`src/sv/stq_pkg.sv`:
```
`timescale 1ns / 1ps
// Shared types and constants for the stack-to-queue transfer engine.
// No dependencies; compile first.
package stq_pkg;

    localparam int DEPTH_DEFAULT     = 64;
    localparam int WORD_BITS_DEFAULT = 32;
    localparam int ACTION_BITS       = 3;
    localparam int ITEM_BITS         = 32;
    localparam int OUT_BITS          = 32;
    localparam int STATUS_BITS       = 2;
    localparam int QCOUNT_BITS       = 7;

    typedef enum logic [ACTION_BITS-1:0] {
        ACT_ENQ  = 3'd0,
        ACT_DEQ  = 3'd1,
        ACT_PUSH = 3'd2,
        ACT_POP  = 3'd3,
        ACT_XFER = 3'd4,
        ACT_DUMP = 3'd5
    } t_action;

    typedef enum logic [STATUS_BITS-1:0] {
        ST_OK    = 2'd0,
        ST_FULL  = 2'd1,
        ST_EMPTY = 2'd2
    } t_status;

    typedef enum logic [1:0] {
        S_IDLE,
        S_POP,
        S_XFER,
        S_DUMP
    } t_state;

    typedef enum logic [1:0] {
        OSEL_ZERO,
        OSEL_STACK,
        OSEL_QUEUE
    } t_out_sel;

    typedef struct packed {
        logic     q_wr;
        logic     q_src_stack;
        logic     q_deq;
        logic     q_rd;
        logic     idx_clr;
        logic     s_push;
        logic     s_pop;
        logic     out_load;
        t_out_sel out_sel;
        t_status  out_status;
        logic     out_last;
    } t_cmd;

    typedef struct packed {
        logic q_full;
        logic q_empty;
        logic s_full;
        logic s_empty;
        logic dump_more;
        logic dump_last;
        logic out_free;
    } t_stat;

endpackage

```
`src/sv/stq_if.sv`:
```
`timescale 1ns / 1ps
// Valid/ready channel interfaces for requests and results.
// Depends on stq_pkg.
interface stq_req_if import stq_pkg::*; ();
    logic                   valid;
    logic                   ready;
    logic [ACTION_BITS-1:0] action;
    logic [ITEM_BITS-1:0]   item_value;

    modport source (output valid, output action, output item_value, input ready);
    modport sink   (input valid, input action, input item_value, output ready);
endinterface

interface stq_rsp_if import stq_pkg::*; ();
    logic                   valid;
    logic                   ready;
    logic [OUT_BITS-1:0]    out_value;
    logic [STATUS_BITS-1:0] status;
    logic                   last_of_run;
    logic [QCOUNT_BITS-1:0] queue_count;

    modport source (output valid, output out_value, output status, output last_of_run,
                    output queue_count, input ready);
    modport sink   (input valid, input out_value, input status, input last_of_run,
                    input queue_count, output ready);
endinterface

```
`src/sv/stq_datapath.sv`:
```
`timescale 1ns / 1ps
// Datapath: circular queue memory, stack memory, pointers and result register.
// Depends on stq_pkg; driven by stq_ctrl commands.
module stq_datapath import stq_pkg::*; #(
    parameter int DEPTH     = DEPTH_DEFAULT,
    parameter int WORD_BITS = WORD_BITS_DEFAULT
) (
    input  logic                   i_clk,
    input  logic                   i_rst_n,
    input  t_cmd                   i_cmd,
    input  logic [ITEM_BITS-1:0]   i_item_value,
    input  logic                   i_out_ready,
    output t_stat                  o_stat,
    output logic                   o_out_valid,
    output logic [OUT_BITS-1:0]    o_out_value,
    output logic [STATUS_BITS-1:0] o_out_status,
    output logic                   o_out_last,
    output logic [QCOUNT_BITS-1:0] o_out_count
);

    localparam int PTR_W = (DEPTH > 1) ? $clog2(DEPTH) : 1;
    localparam int CNT_W = $clog2(DEPTH + 1);
    localparam int XB    = (WORD_BITS > ITEM_BITS) ? WORD_BITS :
                           ((OUT_BITS > ITEM_BITS) ? OUT_BITS : ITEM_BITS);

    logic [WORD_BITS-1:0]   r_qmem [DEPTH];
    logic [WORD_BITS-1:0]   r_smem [DEPTH];

    logic [PTR_W-1:0]       r_head, n_head;
    logic [CNT_W-1:0]       r_qfill, n_qfill;
    logic [CNT_W-1:0]       r_sfill, n_sfill;
    logic [CNT_W-1:0]       r_idx, n_idx;
    logic [WORD_BITS-1:0]   r_q_rd;
    logic [WORD_BITS-1:0]   r_s_rd;
    logic                   r_out_valid, n_out_valid;
    logic [OUT_BITS-1:0]    r_out_value, n_out_value;
    t_status                r_out_status;
    logic                   r_out_last;
    logic [QCOUNT_BITS-1:0] r_out_count;

    logic [CNT_W:0]         tail_sum, tail_wrap, rd_sum, rd_wrap;
    logic [PTR_W-1:0]       q_waddr, q_raddr, s_waddr, s_raddr;
    logic [XB-1:0]          item_ext, out_ext;
    logic [WORD_BITS-1:0]   item_word, q_wdata, sel_word;
    logic                   q_full, q_empty, s_full, s_empty;
    logic                   q_we, q_deq_ok, s_we, s_re;

    always_comb begin
        q_full  = (r_qfill == CNT_W'(DEPTH));
        q_empty = (r_qfill == '0);
        s_full  = (r_sfill == CNT_W'(DEPTH));
        s_empty = (r_sfill == '0);

        tail_sum  = (CNT_W+1)'(r_head) + (CNT_W+1)'(r_qfill);
        tail_wrap = (tail_sum >= (CNT_W+1)'(DEPTH)) ? tail_sum - (CNT_W+1)'(DEPTH) : tail_sum;
        q_waddr   = tail_wrap[PTR_W-1:0];
        rd_sum    = (CNT_W+1)'(r_head) + (CNT_W+1)'(r_idx);
        rd_wrap   = (rd_sum >= (CNT_W+1)'(DEPTH)) ? rd_sum - (CNT_W+1)'(DEPTH) : rd_sum;
        q_raddr   = rd_wrap[PTR_W-1:0];

        s_waddr   = r_sfill[PTR_W-1:0];
        s_raddr   = PTR_W'(r_sfill - CNT_W'(1));

        item_ext  = XB'(i_item_value);
        item_word = item_ext[WORD_BITS-1:0];
        q_wdata   = i_cmd.q_src_stack ? r_s_rd : item_word;

        q_we      = i_cmd.q_wr && !q_full;
        q_deq_ok  = i_cmd.q_deq && !q_empty;
        s_we      = i_cmd.s_push && !s_full;
        s_re      = i_cmd.s_pop && !s_empty;

        n_qfill   = r_qfill + CNT_W'(q_we) - CNT_W'(q_deq_ok);
        n_head    = r_head;
        if (q_deq_ok) begin
            n_head = (r_head == PTR_W'(DEPTH - 1)) ? '0 : r_head + PTR_W'(1);
        end

        n_sfill = r_sfill;
        if (s_we) begin
            n_sfill = r_sfill + CNT_W'(1);
        end else if (s_re) begin
            n_sfill = r_sfill - CNT_W'(1);
        end

        n_idx = r_idx;
        if (i_cmd.idx_clr) begin
            n_idx = '0;
        end else if (i_cmd.q_rd) begin
            n_idx = r_idx + CNT_W'(1);
        end

        unique case (i_cmd.out_sel)
            OSEL_STACK: sel_word = r_s_rd;
            OSEL_QUEUE: sel_word = r_q_rd;
            default:    sel_word = '0;
        endcase
        out_ext     = XB'(sel_word);
        n_out_value = out_ext[OUT_BITS-1:0];

        n_out_valid = r_out_valid;
        if (i_cmd.out_load) begin
            n_out_valid = 1'b1;
        end else if (i_out_ready) begin
            n_out_valid = 1'b0;
        end

        o_stat.q_full    = q_full;
        o_stat.q_empty   = q_empty;
        o_stat.s_full    = s_full;
        o_stat.s_empty   = s_empty;
        o_stat.dump_more = (r_idx < r_qfill);
        o_stat.dump_last = ((r_idx + CNT_W'(1)) == r_qfill);
        o_stat.out_free  = !r_out_valid || i_out_ready;
    end

    always_ff @(posedge i_clk) begin
        if (q_we) begin
            r_qmem[q_waddr] <= q_wdata;
        end
        if (i_cmd.q_rd) begin
            r_q_rd <= r_qmem[q_raddr];
        end
    end

    always_ff @(posedge i_clk) begin
        if (s_we) begin
            r_smem[s_waddr] <= item_word;
        end
        if (s_re) begin
            r_s_rd <= r_smem[s_raddr];
        end
    end

    always_ff @(posedge i_clk) begin
        if (!i_rst_n) begin
            r_head      <= '0;
            r_qfill     <= '0;
            r_sfill     <= '0;
            r_idx       <= '0;
            r_out_valid <= 1'b0;
        end else begin
            r_head      <= n_head;
            r_qfill     <= n_qfill;
            r_sfill     <= n_sfill;
            r_idx       <= n_idx;
            r_out_valid <= n_out_valid;
        end
    end

    always_ff @(posedge i_clk) begin
        if (i_cmd.out_load) begin
            r_out_value  <= n_out_value;
            r_out_status <= i_cmd.out_status;
            r_out_last   <= i_cmd.out_last;
            r_out_count  <= QCOUNT_BITS'(n_qfill);
        end
    end

    assign o_out_valid  = r_out_valid;
    assign o_out_value  = r_out_value;
    assign o_out_status = r_out_status;
    assign o_out_last   = r_out_last;
    assign o_out_count  = r_out_count;

endmodule

```
`src/sv/stq_ctrl.sv`:
```
`timescale 1ns / 1ps
// Controller: decodes each request and sequences pop, transfer and dump.
// Depends on stq_pkg; commands stq_datapath.
module stq_ctrl import stq_pkg::*; (
    input  logic                   i_clk,
    input  logic                   i_rst_n,
    input  logic                   i_in_valid,
    input  logic [ACTION_BITS-1:0] i_action,
    input  t_stat                  i_stat,
    output logic                   o_in_ready,
    output t_cmd                   o_cmd
);

    t_state r_state, n_state;
    logic   r_pend, n_pend;
    logic   r_pend_last, n_pend_last;
    logic   r_drop, n_drop;
    logic   accept, load, issue;

    always_ff @(posedge i_clk) begin
        if (!i_rst_n) begin
            r_state     <= S_IDLE;
            r_pend      <= 1'b0;
            r_pend_last <= 1'b0;
            r_drop      <= 1'b0;
        end else begin
            r_state     <= n_state;
            r_pend      <= n_pend;
            r_pend_last <= n_pend_last;
            r_drop      <= n_drop;
        end
    end

    always_comb begin
        n_state     = r_state;
        n_pend      = r_pend;
        n_pend_last = r_pend_last;
        n_drop      = r_drop;
        o_cmd       = '0;
        o_in_ready  = 1'b0;
        accept      = 1'b0;
        load        = 1'b0;
        issue       = 1'b0;

        unique case (r_state)
            S_IDLE: begin
                o_in_ready = i_stat.out_free;
                accept     = i_in_valid && i_stat.out_free;
                if (accept) begin
                    o_cmd.out_sel    = OSEL_ZERO;
                    o_cmd.out_status = ST_OK;
                    o_cmd.out_last   = 1'b1;
                    unique case (t_action'(i_action))
                        ACT_ENQ: begin
                            o_cmd.out_load = 1'b1;
                            if (i_stat.q_full) begin
                                o_cmd.out_status = ST_FULL;
                            end else begin
                                o_cmd.q_wr = 1'b1;
                            end
                        end
                        ACT_DEQ: begin
                            o_cmd.out_load = 1'b1;
                            if (i_stat.q_empty) begin
                                o_cmd.out_status = ST_EMPTY;
                            end else begin
                                o_cmd.q_deq = 1'b1;
                            end
                        end
                        ACT_PUSH: begin
                            o_cmd.out_load = 1'b1;
                            if (i_stat.s_full) begin
                                o_cmd.out_status = ST_FULL;
                            end else begin
                                o_cmd.s_push = 1'b1;
                            end
                        end
                        ACT_POP: begin
                            if (i_stat.s_empty) begin
                                o_cmd.out_load   = 1'b1;
                                o_cmd.out_status = ST_EMPTY;
                            end else begin
                                o_cmd.s_pop = 1'b1;
                                n_state     = S_POP;
                            end
                        end
                        ACT_XFER: begin
                            n_drop  = 1'b0;
                            n_pend  = 1'b0;
                            n_state = S_XFER;
                        end
                        ACT_DUMP: begin
                            if (i_stat.q_empty) begin
                                o_cmd.out_load   = 1'b1;
                                o_cmd.out_status = ST_EMPTY;
                            end else begin
                                o_cmd.idx_clr = 1'b1;
                                n_pend        = 1'b0;
                                n_state       = S_DUMP;
                            end
                        end
                        default: begin
                            o_cmd.out_load = 1'b1;
                        end
                    endcase
                end
            end
            S_POP: begin
                o_cmd.out_load   = 1'b1;
                o_cmd.out_sel    = OSEL_STACK;
                o_cmd.out_status = ST_OK;
                o_cmd.out_last   = 1'b1;
                n_state          = S_IDLE;
            end
            S_XFER: begin
                if (r_pend) begin
                    o_cmd.q_wr        = 1'b1;
                    o_cmd.q_src_stack = 1'b1;
                    if (i_stat.q_full) begin
                        n_drop = 1'b1;
                    end
                end
                if (!i_stat.s_empty) begin
                    o_cmd.s_pop = 1'b1;
                    n_pend      = 1'b1;
                end else begin
                    n_pend = 1'b0;
                    if (!r_pend) begin
                        o_cmd.out_load   = 1'b1;
                        o_cmd.out_sel    = OSEL_ZERO;
                        o_cmd.out_status = r_drop ? ST_FULL : ST_OK;
                        o_cmd.out_last   = 1'b1;
                        n_state          = S_IDLE;
                    end
                end
            end
            S_DUMP: begin
                load  = r_pend && i_stat.out_free;
                issue = i_stat.dump_more && (!r_pend || load);
                if (load) begin
                    o_cmd.out_load   = 1'b1;
                    o_cmd.out_sel    = OSEL_QUEUE;
                    o_cmd.out_status = ST_OK;
                    o_cmd.out_last   = r_pend_last;
                    n_pend           = 1'b0;
                    if (r_pend_last) begin
                        n_state = S_IDLE;
                    end
                end
                if (issue) begin
                    o_cmd.q_rd  = 1'b1;
                    n_pend      = 1'b1;
                    n_pend_last = i_stat.dump_last;
                end
            end
            default: begin
                n_state = S_IDLE;
            end
        endcase
    end

endmodule

```
`src/sv/stack_to_queue_transfer_engine.sv`:
```
`timescale 1ns / 1ps
// Stack-to-queue transfer engine: a FIFO queue and a LIFO stack of words.
// Channels: i_req (action, item_value) in, o_rsp (out_value, status,
// last_of_run, queue_count) out, both valid/ready; a request is taken at a
// clock edge with valid and ready high.
// Enqueue, dequeue, push and unused codes: result registered at the edge that
// takes the request. Pop: result loaded from the registered stack read.
// Transfer: one stack read and one queue write per word, then one result.
// Dump: one result per word, each queue word first read into a register;
// an empty queue gives a single result with empty status.
// A new request is taken only when the controller is idle and the result
// register is empty or being emptied in the same cycle.
// Reset (i_rst_n low, synchronous) empties queue and stack and drops any
// pending result. The memories are not cleared; no clearing pass is needed.
// A stalled receiver holds o_rsp stable; a dump pauses word by word.
// Depends on stq_pkg, stq_if, stq_ctrl and stq_datapath.
module stack_to_queue_transfer_engine import stq_pkg::*; #(
    parameter int DEPTH     = DEPTH_DEFAULT,
    parameter int WORD_BITS = WORD_BITS_DEFAULT
) (
    input logic        i_clk,
    input logic        i_rst_n,
    stq_req_if.sink    i_req,
    stq_rsp_if.source  o_rsp
);

    t_cmd  cmd;
    t_stat stat;

    stq_ctrl u_ctrl (
        .i_clk      (i_clk),
        .i_rst_n    (i_rst_n),
        .i_in_valid (i_req.valid),
        .i_action   (i_req.action),
        .i_stat     (stat),
        .o_in_ready (i_req.ready),
        .o_cmd      (cmd)
    );

    stq_datapath #(
        .DEPTH     (DEPTH),
        .WORD_BITS (WORD_BITS)
    ) u_datapath (
        .i_clk        (i_clk),
        .i_rst_n      (i_rst_n),
        .i_cmd        (cmd),
        .i_item_value (i_req.item_value),
        .i_out_ready  (o_rsp.ready),
        .o_stat       (stat),
        .o_out_valid  (o_rsp.valid),
        .o_out_value  (o_rsp.out_value),
        .o_out_status (o_rsp.status),
        .o_out_last   (o_rsp.last_of_run),
        .o_out_count  (o_rsp.queue_count)
    );

endmodule

```
`src/flat_wrapper.sv`:
```
// flat-port wrapper written by rule: the top's interface ports become plain ports
module stack_to_queue_transfer_engine_flat import stq_pkg::*;
#(
    parameter int DEPTH     = DEPTH_DEFAULT,
    parameter int WORD_BITS = WORD_BITS_DEFAULT
)
  (i_clk, i_rst_n, i_req_valid, i_req_action, i_req_item_value, i_req_ready, o_rsp_valid, o_rsp_out_value, o_rsp_status, o_rsp_last_of_run, o_rsp_queue_count, o_rsp_ready);
  stq_req_if i_req_i ();
  stq_rsp_if o_rsp_i ();
  input logic i_clk;
  input logic i_rst_n;
  input wire logic [$bits(i_req_i.valid)-1:0] i_req_valid;
  input wire logic [$bits(i_req_i.action)-1:0] i_req_action;
  input wire logic [$bits(i_req_i.item_value)-1:0] i_req_item_value;
  output wire logic [$bits(i_req_i.ready)-1:0] i_req_ready;
  output wire logic [$bits(o_rsp_i.valid)-1:0] o_rsp_valid;
  output wire logic [$bits(o_rsp_i.out_value)-1:0] o_rsp_out_value;
  output wire logic [$bits(o_rsp_i.status)-1:0] o_rsp_status;
  output wire logic [$bits(o_rsp_i.last_of_run)-1:0] o_rsp_last_of_run;
  output wire logic [$bits(o_rsp_i.queue_count)-1:0] o_rsp_queue_count;
  input wire logic [$bits(o_rsp_i.ready)-1:0] o_rsp_ready;
  assign i_req_i.valid = i_req_valid;
  assign i_req_i.action = i_req_action;
  assign i_req_i.item_value = i_req_item_value;
  assign i_req_ready = i_req_i.ready;
  assign o_rsp_valid = o_rsp_i.valid;
  assign o_rsp_out_value = o_rsp_i.out_value;
  assign o_rsp_status = o_rsp_i.status;
  assign o_rsp_last_of_run = o_rsp_i.last_of_run;
  assign o_rsp_queue_count = o_rsp_i.queue_count;
  assign o_rsp_i.ready = o_rsp_ready;
  stack_to_queue_transfer_engine #(.DEPTH(DEPTH), .WORD_BITS(WORD_BITS)) u_core (.i_clk(i_clk), .i_rst_n(i_rst_n), .i_req(i_req_i), .o_rsp(o_rsp_i));
endmodule
```
`config.mk`:
```
export PLATFORM = sky130hd
export DESIGN_NAME = stack_to_queue_transfer_engine_flat
export DESIGN_NICKNAME = d
export VERILOG_FILES = /design/src/sv/stq_pkg.sv /design/src/sv/stq_if.sv /design/src/sv/stq_datapath.sv /design/src/sv/stq_ctrl.sv /design/src/sv/stack_to_queue_transfer_engine.sv /design/src/flat_wrapper.sv
export SDC_FILE = /design/constraint.sdc
export NUM_CORES = 2
export LEC_CHECK = 0
export BUFFER_PORTS_ARGS = -buffer_cell sky130_fd_sc_hd__buf_2
export CELL_PAD_IN_SITES_DETAIL_PLACEMENT = 0
export CELL_PAD_IN_SITES_GLOBAL_PLACEMENT = 1
export CORE_ASPECT_RATIO = 1.1
export CORE_UTILIZATION = 25
export DETAILED_ROUTE_END_ITERATION = 16
export GPL_ROUTABILITY_DRIVEN = 0
export PLACE_DENSITY_LB_ADDON = 0.1
export SLEW_MARGIN = 20
export SYNTH_ARGS = -nofsm -noshare
export SYNTH_HDL_FRONTEND = slang
export SYNTH_SLANG_ARGS = --single-unit
```
`constraint.sdc`:
```
create_clock -name i_clk -period 5.6 [get_ports i_clk]
set_clock_uncertainty 0.05 [all_clocks]
set_input_delay 1.12 -clock i_clk [delete_from_list [all_inputs] [get_ports i_clk]]
set_output_delay 1.12 -clock i_clk [all_outputs]
set_load 0.02 [all_outputs]
```
==> impl_metrics.csv <==
group,metric,value,unit
finish,layout-drive-gt1-share,33.0,%
clock_tree,clock_latency,1.05,ns
timing,max_freq,219,MHz
timing,period_share,81.4,%
finish,n_fill_cell,62600,
routing,drc_errors,0,
hold_path,hold_path_depth,2,
floorplanning,ios,83,
floorplanning,die_area,653000,µm²
worst_setup_path,worst_setup_path_end_kind,"register",
job,maxCapViolations,0,
logic_synthesis,ys.flop_type,"edfxtp_1",
logic_synthesis,avgSynthCellArea,23.3,µm²
routing,vias,76700,
routing,wl_per_cell,33.2,µm
clock_tree,cts_setup_buffers,0,
logic_synthesis,synth_area_leaders,"edfxtp_1, mux4_2, nor2_1, mux2_2, mux2i_1",
clock_tree,clock_path_buffers,4,
routing,drtAntennaViolNets,0,
timing,setup_viol,0,
clock_tree,numCtsBuffers,481,
finish,multi_input_area,35200,µm²
finish,layout_common_cells,"edfxtp_1, mux4_2, clkbuf_16",
floorplanning,die_w,771,µm
logic_synthesis,ys_async_sr_fraction,0,%
power,p_leak,0.0580,µW
clock_tree,cts_tree,"yes",
hold_path,hold_class,"in -> reg",
floorplanning,coreArea,648000,µm²
power,p_per_area,362,nW/µm²
logic_synthesis,synth.distinct_cells,75,
timing,tightest_slew,1.18,ns
logic_synthesis,synth_cells,6968,
clock_tree,clkSlewWorstSetupHoldPaths,0.06,ns
placement,dp_hpwl,331000,µm
logic_synthesis,ys_ff_latch,4235,
floorplanning,fp-row-count,310,
timing,whs,0.412,ns
finish,seq_area,127000,µm²
clock_tree,root_buffer,"clkbuf_16",
finish,final_core_util,29.9,%
logic_synthesis,yosysSeqAreaShare,78.1,%
global_route,track_usage,16.7,%
worst_setup_path,critPathKind,"reg -> reg",
logic_synthesis,synth_nets,7040,
routing,dr.first_iter.drc_count,6627,
timing,final_max_slew_viol_count,0,
floorplanning,start_util,25.1,%
placement,port_buffers,82,
power,vdd_drop_max,0.260,mV
floorplanning,die_y,848,µm
global_route,overflow,0,
timing,finalHoldViolations,0,
global_route,grt_pass1_wl,745000,µm
clock_tree,cts_htree_levels,5,
timing,relSlewSlack,21.2,%
outcome,status,"finished, final reports clean",
worst_setup_path,reg2regPathDepth,10,
clock_tree,ctsHoldBuffers,0,
logic_synthesis,synth_edf_count,4202,
timing,setup_tns,0,ns
worst_setup_path,cp_max_fo,35,
timing,rsz0062_at_grt,"no",
routing,wirelength,553000,µm
global_route,grt_pass1_vias,81900,
logic_synthesis,synth.top_cell.area_share,77.7,%
finish,nNetsFinal,7758,
logic_synthesis,synth_area,162000,µm²
timing,fin_crit,4.56,ns
routing,vias_per_cell,4.60,
clock_tree,clock_sinks,4235,
worst_setup_path,worst_ep_required_time,6.29,ns
worst_setup_path,cp.arrival,5.25,ns
logic_synthesis,yosysWarnings,0,
routing,dr.pass1.iters,5,
finish,area_growth,19.3,%
worst_setup_path,cp-start-kind,"register",
logic_synthesis,yosys.area.top_type,"edfxtp_1",
finish,final_common_cell,"edfxtp_1",
clock_tree,cts-resized-gates,0,
global_route,antenna_found_initial,65,
global_route,grt_start_max_net_pins,99,
==> stage by stage <==
step           area [µm²]  power [µW]  std cells  setup WS, ns
4_1_cts            194000       71400      16600         0.757
5_1_grt            194000       72600      16600         0.798
6_report           194000       70200      16700          1.04
2_1_floorplan      162000       38500       6968         0.946
3_5_place_dp       179000       41300      15800         0.672
3_3_place_gp       179000       41300      15800         0.333
==> worst max-delay path: stages, from the launching register on <==
cell       delay [ns]
dfxtp_1          0.39
ha_4             0.21
fa_4             0.50
nand3_1          0.11
nand2_1          0.20
xor2_4           0.57
buf_4            0.63
mux2_2           0.41
a2111oi_0        0.75
buf_4            0.30
nor4_1           0.07
==> layer usage <==
metal / track usage (%) / share of wire (%) / vias to the layer above
li1: - / - / 31400
met1: 22.2 / 43 / 43100
met2: 29.1 / 50 / 1593
met3: 2.10 / 4.1 / 585
met4: 3.59 / 2.3 / 10
met5: 0 / 0.011 / -
==> logic make-up (layout without fill, tap and decap cells) <==
kind of cell	count (synthesis)	in the layout	synth area share, %
DFF	4235	4235	78.1
muxes	1317	1317	16.8
and+or+nand+nor	557	557	1.63
buffers and inverters	395	1492	1.10
AOI/OAI and AO/OA	383	383	1.88
xor gates and xnor gates	48	48	0.263
adders and majority gates	33	33	0.268
other	0	31	0
==> power breakdown <==
group / internal (µW) / switching [µW]
clock network: 16800 / 13000
registers: 35100 / 134
logic: 1850 / 3360
total: 53800 / 16400
==> sequential cells by signal (all words and copies together) (netlist names), 6 cells and up <==
name                           cells
u_core.u_datapath.r_s_rd          32
u_core.u_datapath.o_out_count      7
u_core.u_datapath.r_smem        2048
u_core.u_datapath.r_idx            7
u_core.u_datapath.o_out_value     32
u_core.u_datapath.r_q_rd          32
u_core.u_datapath.r_head           6
u_core.u_datapath.r_qfill          7
u_core.u_datapath.r_sfill          7
u_core.u_datapath.r_qmem        2048
==> worst paths after layout <==
kind,start,to,slack (ns)
worst min register to register,u_core.u_ctrl.r_drop$_SDFFE_PN0P_,u_core.u_ctrl.r_drop$_SDFFE_PN0P_,0.45
worst max register to register,u_core.u_datapath.r_head[0]$_SDFFE_PN0P_,u_core.u_datapath.r_q_rd[23]$_DFFE_PP_,1.04
worst max-delay path,u_core.u_datapath.r_head[0]$_SDFFE_PN0P_,u_core.u_datapath.r_q_rd[23]$_DFFE_PP_,1.04
worst min-delay path,i_rst_n,u_core.u_datapath.r_sfill[4]$_SDFFE_PN0P_,0.41
==> synthesized netlist by cell type (all sizes together), types with 4 or more instances <==
library cell,instances
nor4,37
a22o,66
xnor2,25
a221oi,32
nand2b,8
nor3,9
nor2b,40
nand3b,5
mux4,1120
and2,18
a21oi,16
nand4,7
ha,30
inv,20
a21o,5
dfxtp,33
and3,36
a22oi,96
xor2,23
a2111oi,32
mux2,96
or2,5
o22ai,33
o31ai,5
nand3,19
edfxtp,4202
buf,191
a211oi,32
mux2i,101
o21ai,4
nand2,64
nor2,293
o211a,32
o21a,4
clkbuf,184
or3,5
==> area by class of cell <==
class | count | area share (%)
Timing Repair Buffer | 610 | 3.25
Clock inverter | 274 | 1.06
Inverter | 20 | 0.0387
Tap cell | 8580 | 5.54
Multi-Input combinational cell | 2338 | 18.2
Sequential cell | 4235 | 65.4
Clock buffer | 588 | 6.49
Antenna cell | 31 | 0.0400
Note: power is estimated with default switching activity, not from simulation.
